--- src/hdl/rfe_pkg.sv ---
// rfe_pkg: shared constants, types and helper functions for the radix-2 FFT engine.
// Used by rfe_store, rfe_bfly and radix2_fft_engine; no dependencies.
`timescale 1ns / 1ps
`default_nettype none

package rfe_pkg;

  localparam int MAX_LOG_LENGTH = 6;
  localparam int SAMPLE_WIDTH   = 16;

  localparam int ADDR_W  = MAX_LOG_LENGTH;
  localparam int DEPTH   = 1 << ADDR_W;
  localparam int CNT_W   = ADDR_W + 1;
  localparam int STORE_W = 24;
  localparam int LOG_W   = 3;

  // twiddle ROM: quarter wave of a 64-point cosine, Q1.15 with 1.0 as 32768
  localparam int ROM_LOG = 6;
  localparam int ROM_Q   = 1 << (ROM_LOG - 2);
  localparam int TWK_W   = ROM_LOG - 1;
  localparam int TW_W    = 17;
  localparam int FRAC_W  = 15;

  localparam int PROD_W = TW_W + STORE_W;
  localparam int ACC_W  = PROD_W + 1;
  localparam int T_W    = ACC_W - FRAC_W;
  localparam int SUM_W  = T_W + 1;

  localparam int IN_W         = ((2 * SAMPLE_WIDTH + 7) / 8) * 8;
  localparam int OUT_FIELDS_W = 2 * STORE_W + ADDR_W;
  localparam int OUT_W        = ((OUT_FIELDS_W + 7) / 8) * 8;

  localparam int CFG_IDX_W  = 1;
  localparam int CFG_DATA_W = LOG_W;
  localparam logic [LOG_W-1:0] LOG_RESET = LOG_W'(6);

  localparam logic [15:0] COS_ROM [ROM_Q+1] = '{
    16'd32768, 16'd32610, 16'd32138, 16'd31357, 16'd30274, 16'd28899,
    16'd27246, 16'd25330, 16'd23170, 16'd20788, 16'd18205, 16'd15447,
    16'd12540, 16'd9512,  16'd6393,  16'd3212,  16'd0
  };

  typedef enum logic [CFG_IDX_W-1:0] {
    REG_LOG_LENGTH,
    REG_INVERSE
  } cfg_reg_t;

  // butterfly unit micro-ops
  typedef enum logic [2:0] {
    BF_NOP,
    BF_LATCH,
    BF_MUL_RR,
    BF_MUL_II,
    BF_MUL_RI,
    BF_MUL_IR,
    BF_FIN
  } bf_op_t;

  typedef struct packed {
    logic signed [STORE_W-1:0] im;
    logic signed [STORE_W-1:0] re;
  } cplx_t;

  typedef struct packed {
    logic signed [TW_W-1:0] im;
    logic signed [TW_W-1:0] re;
  } tw_t;

  // twiddle for angle 2*pi*k/64; forward uses -sin, inverse the conjugate
  function automatic tw_t get_twiddle(input logic [TWK_W-1:0] k, input logic inv);
    logic [TWK_W-1:0] k_neg;
    logic [TW_W-1:0]  c;
    logic [TW_W-1:0]  s;
    tw_t              t;
    k_neg = -k;  // 32 - k, modulo 32
    if (k <= TWK_W'(ROM_Q)) begin
      c = TW_W'(COS_ROM[k]);
      s = TW_W'(COS_ROM[TWK_W'(ROM_Q) - k]);
    end else begin
      c = -TW_W'(COS_ROM[k_neg]);
      s = TW_W'(COS_ROM[k - TWK_W'(ROM_Q)]);
    end
    t.re = c;
    t.im = inv ? s : -s;
    return t;
  endfunction

  function automatic logic [STORE_W-1:0] sat_store(input logic [SUM_W-1:0] v);
    logic [SUM_W-STORE_W:0] hi;
    hi = v[SUM_W-1:STORE_W-1];
    if ((&hi) || !(|hi)) return v[STORE_W-1:0];
    else if (v[SUM_W-1]) return {1'b1, {(STORE_W-1){1'b0}}};
    else return {1'b0, {(STORE_W-1){1'b1}}};
  endfunction

endpackage

`default_nettype wire

--- src/hdl/rfe_bfly.sv ---
// rfe_bfly: shared butterfly datapath, one multiplier stepped through the complex product.
// Depends on rfe_pkg.
`timescale 1ns / 1ps
`default_nettype none

module rfe_bfly (
  input  wire                   clk,
  input  wire rfe_pkg::bf_op_t  op,
  input  wire rfe_pkg::tw_t     tw,
  input  wire rfe_pkg::cplx_t   a_in,
  input  wire rfe_pkg::cplx_t   x_in,
  output rfe_pkg::cplx_t        sum,
  output rfe_pkg::cplx_t        dif
);

  rfe_pkg::cplx_t a_r;
  rfe_pkg::cplx_t x_r;
  logic signed [rfe_pkg::TW_W-1:0]    mul_a;
  logic signed [rfe_pkg::STORE_W-1:0] mul_b;
  logic signed [rfe_pkg::PROD_W-1:0]  prod_r;
  logic signed [rfe_pkg::PROD_W-1:0]  acc_r;
  logic signed [rfe_pkg::ACC_W-1:0]   comb_v;
  logic signed [rfe_pkg::ACC_W-1:0]   rnd_v;
  logic signed [rfe_pkg::T_W-1:0]     tr_r;
  logic signed [rfe_pkg::T_W-1:0]     ti_r;

  // operand select: RR wr*xr, II wi*xi, RI wr*xi, IR wi*xr
  always_comb begin
    mul_a = (op == rfe_pkg::BF_MUL_RR || op == rfe_pkg::BF_MUL_RI) ? tw.re : tw.im;
    mul_b = (op == rfe_pkg::BF_MUL_RR || op == rfe_pkg::BF_MUL_IR) ? x_r.re : x_r.im;
  end

  // real part is a difference of products, imaginary a sum; round half up
  always_comb begin
    if (op == rfe_pkg::BF_MUL_RI) begin
      comb_v = rfe_pkg::ACC_W'(acc_r) - rfe_pkg::ACC_W'(prod_r);
    end else begin
      comb_v = rfe_pkg::ACC_W'(acc_r) + rfe_pkg::ACC_W'(prod_r);
    end
    rnd_v = (comb_v + rfe_pkg::ACC_W'(1 << (rfe_pkg::FRAC_W - 1))) >>> rfe_pkg::FRAC_W;
  end

  always_ff @(posedge clk) begin
    case (op)
      rfe_pkg::BF_LATCH: begin
        a_r <= a_in;
        x_r <= x_in;
      end
      rfe_pkg::BF_MUL_RR: begin
        prod_r <= mul_a * mul_b;
      end
      rfe_pkg::BF_MUL_II: begin
        acc_r  <= prod_r;
        prod_r <= mul_a * mul_b;
      end
      rfe_pkg::BF_MUL_RI: begin
        tr_r   <= rnd_v[rfe_pkg::T_W-1:0];
        prod_r <= mul_a * mul_b;
      end
      rfe_pkg::BF_MUL_IR: begin
        acc_r  <= prod_r;
        prod_r <= mul_a * mul_b;
      end
      rfe_pkg::BF_FIN: begin
        ti_r <= rnd_v[rfe_pkg::T_W-1:0];
      end
      default: ;
    endcase
  end

  always_comb begin
    sum.re = rfe_pkg::sat_store(rfe_pkg::SUM_W'(a_r.re) + rfe_pkg::SUM_W'(tr_r));
    sum.im = rfe_pkg::sat_store(rfe_pkg::SUM_W'(a_r.im) + rfe_pkg::SUM_W'(ti_r));
    dif.re = rfe_pkg::sat_store(rfe_pkg::SUM_W'(a_r.re) - rfe_pkg::SUM_W'(tr_r));
    dif.im = rfe_pkg::sat_store(rfe_pkg::SUM_W'(a_r.im) - rfe_pkg::SUM_W'(ti_r));
  end

endmodule

`default_nettype wire
--- config.mk ---
export PLATFORM = sky130hd
export DESIGN_NAME = rfe_bfly
export DESIGN_NICKNAME = d
export VERILOG_FILES = /design/src/hdl/rfe_pkg.sv /design/src/hdl/rfe_bfly.sv
export SDC_FILE = /design/constraint.sdc
export NUM_CORES = 2
export LEC_CHECK = 0
export ABC_AREA = 1
export BUFFER_PORTS_ARGS = -buffer_cell sky130_fd_sc_hd__buf_2
export CORE_ASPECT_RATIO = 2
export CORE_MARGIN = 4
export CORE_UTILIZATION = 55
export DETAILED_ROUTE_END_ITERATION = 7
export GPL_TIMING_DRIVEN = 0
export PLACE_DENSITY = 0.73
export SLEW_MARGIN = 20
export SYNTH_ARGS = -nofsm -noshare
export SYNTH_HDL_FRONTEND = slang
export SYNTH_SLANG_ARGS = --single-unit
--- constraint.sdc ---
create_clock -name clk -period 18.58 [get_ports clk]
set_clock_uncertainty 0.2 [all_clocks]
set_input_delay 2.787 -clock clk [delete_from_list [all_inputs] [get_ports clk]]
set_output_delay 2.787 -clock clk [all_outputs]
set_load 0.005 [all_outputs]
### After elaboration in Yosys (flattened, before gate mapping)

Index checks and enable logic that the tools add are counted.

* add/sub/neg operators: 7
* $mul: 1
* divide/modulo/power cells: 0
* magnitude comparators: 0
* eq/ne operators: 6
* shift-type cells: 0
* muxes and demuxes: 11
* bitwise operators: 0
* reductions and logical operators: 20

Operators by type and width (count)
* $mux 24: 9
* $add 24x27->28: 2
* $sub 24x27->28: 2
* $add 41x41->42: 1
* $add 42x16->42 const B: 1
* $mux 42: 1
* $sub 41x41->42: 1
* $mul 17x24->41: 1
* $reduce_and 5->1: 4
* $reduce_or 5->1: 4
* $mux 17: 1
* $eq 3x3->1 const B: 3
* $eq 3x2->1 const B: 2
* $logic_or 1x1->1: 6
* $logic_not 1->1: 4
* $reduce_or 4->1: 1
* $eq 3x1->1 const B: 1
* $reduce_or 2->1: 1

* flip-flop bits (word level): 232
* bits in latches: 0
* RAM bits: 0
* ROM bits: 0
* output and inout port bits: 96
* word-level logic and storage cells: 53
* memories kept: 0

### Logic depth before layout (Yosys ltp)

* word-level depth: 5
* mapped depth: 34
* mapped depth without buffers: 32

### Least setup slack after synthesis

No wires, ideal clock.

* path type: input port to flip-flop
* from: in op[1]
* to: reg prod_r[38] (netlist name), data pin
* arrival: 9.835 ns
* slack: 8.285 ns
* cell stages on the path: 30
* buffers on the path: 1
* cells stage by stage: inv_1 -> nand2_1 -> nand2_1 -> nand2_1 -> buf_2 -> o21ai_1 -> clkinv_1 -> nor2_1 -> inv_1 -> fa_1 -> inv_1 -> fa_1 -> inv_1 -> fa_1 -> inv_1 -> fa_1 -> fa_1 -> inv_1 -> fa_1 -> inv_1 -> ha_1 -> a21oi_1 -> inv_1 -> a31oi_1 -> o21ai_0 -> a211oi_1 -> o21ai_0 -> nand2_1 -> nand2_1 -> xor2_1

* longest elaborated chain between the ends: 4

Ends and longest elaborated chain
* start: declaration: line rfe_bfly.sv:8 `input wire rfe_pkg::bf_op_t op,`
* $eq 3x2->1, or another cell as far along: line rfe_bfly.sv:29, rfe_bfly.sv:30, rfe_bfly.sv:44
* $logic_or 1x1->1 (on tied branches): line rfe_bfly.sv:29, rfe_bfly.sv:30
* $mux 17 or $mux 24 (tied branches): line rfe_bfly.sv:29, rfe_bfly.sv:30
* $mul 17x24->41 *
* end signal: assignment: line rfe_bfly.sv:50 `prod_r <= mul_a * mul_b;`
* end signal: assignment: line rfe_bfly.sv:54 `prod_r <= mul_a * mul_b;`
* end signal: assignment: line rfe_bfly.sv:58 `prod_r <= mul_a * mul_b;`
* end: declaration: line rfe_bfly.sv:20 `logic signed [rfe_pkg::PROD_W-1:0] prod_r;`

Every way passes the cells marked *; elsewhere a longest branch is shown, timed or not.
A chain may end at the register's enable or synchronous reset.

### Final worst setup path

* from: in op[2]
* to: reg prod_r[40] (netlist name), data pin

Same word-level chain as after synthesis.

==> out/qor.txt <==
Setup Crit Path Kind -> in2reg
total negative slack -> 0 ps
Synth Warn # -> 0
total grt overflow -> 0
IO Port Bufs -> 229
# H-tree levels -> 1
final worst-path cycle share -> 0.691
relative slew slack -> 0.161
syn nets -> 5,330
syn avg cell area -> 7.74 um2
Rows -> 130
CP max-delay cell -> clkinv_1
largest net degree at the start of global routing -> 32
Mapped Cells -> 4,542
final setup vio count -> 0
Crit path required time -> 18,730 ps
GPL Wtd Cong -> 1.09
root buffer cell -> clkbuf_16
Clk pin slew, worst setup/hold paths -> 70 ps
PostCTS Resize Cnt -> 0
Routed WL per cell -> 24.2 um
hold wc startpoint -> prod_r[1]
number of fill cells -> 6,020
min Tclk post-route -> 12,840 ps
CTS buffer count -> 25
vias in the first global route -> 34.0k
Final Hold Fails -> 0
clk_lat worst skew -> 640 ps
final std cells w/o fill -> 5,628
Antenna Nets Post-Route -> 0
Reg-to-Reg Start -> x_r[45]
gr usage total -> 0.400
CP dominant cell by count -> inv_1
status -> completed
Core Area -> 63,100 um2
clk sinks -> 232
CTS tree -> built
RR Endpoint -> prod_r[40]
die width -> 187 um
Chip Height -> 366 um
router iterations before antenna repair -> 6
Critical Path AT -> 12,990 ps
Vias/cell -> 5.63
DP Cell Count -> 5,576
Starting Density -> 0.557
# Post-CTS Setup Buffers -> 0
WHS Path Cells -> 0
Post-synth EDFFs -> 232
DR vias -> 31.7k
Cell Area, Synth -> 35,200 um2
Hold Buf Count CTS -> 0
Setup crit start kind -> input pin
RSZ-0062 raised after global routing -> no
Ports -> 230
largest cells by area after synthesis -> fa_1, edfxtp_1, nand2_1
worst reg2reg setup slack -> 9900 ps
share of the synthesized area in the top cell type -> 0.231
dpl ws -> 5630 ps
HPWL after DPL -> 115,000 um
HP Class -> reg2reg
layout cell share with drive strength beyond 1 -> 0.118
initial antenna violation count -> 5
Fmax achieved -> 0.0779 GHz
final wirelength -> 136,000 um
sequential area share after synthesis -> 0.198
flip-flop and latch count after synthesis -> 232
crit-path max FO -> 13
CP Capture Type -> register
Initial DRC Count -> 1,844
area of the die -> 68,300 um2
Synth cell types -> 64
Area Growth Syn to Fin -> 9.25%
ys async rst share -> 0
Final Max Slew Viols -> 0
area leader, netlist -> fa_1
Layout Nets -> 5,599
Setup WS post-layout -> 5740 ps
Main synth FF type -> edfxtp_1
r2r worst-path depth -> 23
first-pass GRT wire length -> 200,000 um
drt drc -> 0
Slew @ Worst Pin -> 1250 ps
CP max stage delay -> 1050 ps
maximum clock path buffer count -> 3
max-cap check violation count -> 0
Hold Path End -> acc_r[1]
[cell usage after synthesis, types with 17 or more instances]
library cell and instances:
inv_1 937, nor2_1 489, ha_1 249, nand2_1 1027
clkbuf_1 44, nand2_2 46, o21ai_2 51, nor2_2 32
a31oi_1 17, o21ai_0 128, o21ai_1 38, inv_2 21
xnor2_1 50, buf_2 29, nand4_1 53, o21bai_1 25
edfxtp_1 232, xor2_1 137, a21oi_1 186, fa_1 405
nor3_1 39, buf_4 17, buf_6 18, nand3_1 122
[how the worst max path moves through the flow]
stage,startpoint,to,slack [ps],cells past startpoint
global route,op[2],prod_r[40],5570,29
CTS,op[2],prod_r[40],6240,29
floorplan,op[1],prod_r[38],8280,30
finish,op[2],prod_r[40],5740,29
detailed placement,op[2],prod_r[40],5630,29
global placement,op[1],prod_r[40],3740,29
[layer usage]
| metal | up-vias | part of all wire | global-route usage |
|---|---|---|---|
| li1 | 14549 | - | - |
| met1 | 14954 | 0.26 | 0.297 |
| met2 | 1414 | 0.52 | 0.758 |
| met3 | 787 | 0.054 | 0.0737 |
| met4 | 2 | 0.16 | 0.493 |
| met5 | - | 0.000095 | 0 |
[logic make-up after synthesis]
| group | synth area share |
|---|---|
| flip-flops | 0.198 |
| adder cells (fa/ha/maj) | 0.319 |
| AO/OA/AOI/OAI | 0.0866 |
| AND/OR/NAND/NOR | 0.226 |
| multiplexers | 0.000569 |
| buffers and inverters | 0.122 |
| XOR/XNOR | 0.0470 |
[per-stage QoR]
step / utilization / hold slack [ps] / cell area, um2
floorplan: - / 226 / 35200
global placement: 0.591 / 230 / 37300
detailed placement: 0.595 / 236 / 37500
CTS: 0.608 / 253 / 38400
global route: 0.609 / 282 / 38400
finish: 0.609 / 264 / 38400
[registers in the layout (all words and copies together), names as in the netlist]
signal,cells
ti_r,27
acc_r,41
prod_r,41
x_r,48
a_r,48
tr_r,27
[cell usage in the layout (no fill, tap or decap), types with 122 or more instances in the layout]
cell         n
nand2_1   1026
inv_1      937
nor2_1     487
fa_1       405
buf_2      258
ha_1       249
edfxtp_1   232
a21oi_1    185
xor2_1     137
nand3_1    122
[cell type report]
class                           instances  area [um2]  area share
Tap cell                              792         991      0.0258
Timing Repair Buffer                  242        1340      0.0349
Clock inverter                         20         219     0.00570
Antenna cell                            6        15.0    0.000391
Multi-Input combinational cell       3228       24000       0.623
Clock buffer                           26         629      0.0164
Sequential cell                       232        6970       0.181
Inverter                              972        3650      0.0951
Buffer                                110         651      0.0169
[critical path: cells and delay by family]
family	cells	cell delay (ps)
AND/OR/NAND/NOR	8	2890
buffers and inverters	11	2070
adder cells (fa/ha/maj)	7	3460
AO/OA/AOI/OAI	2	1640
XOR/XNOR	1	80
Power is left out: the tool's default activity adds up to more than one toggle a clock period on the data nets, which glitch-free logic cannot reach.
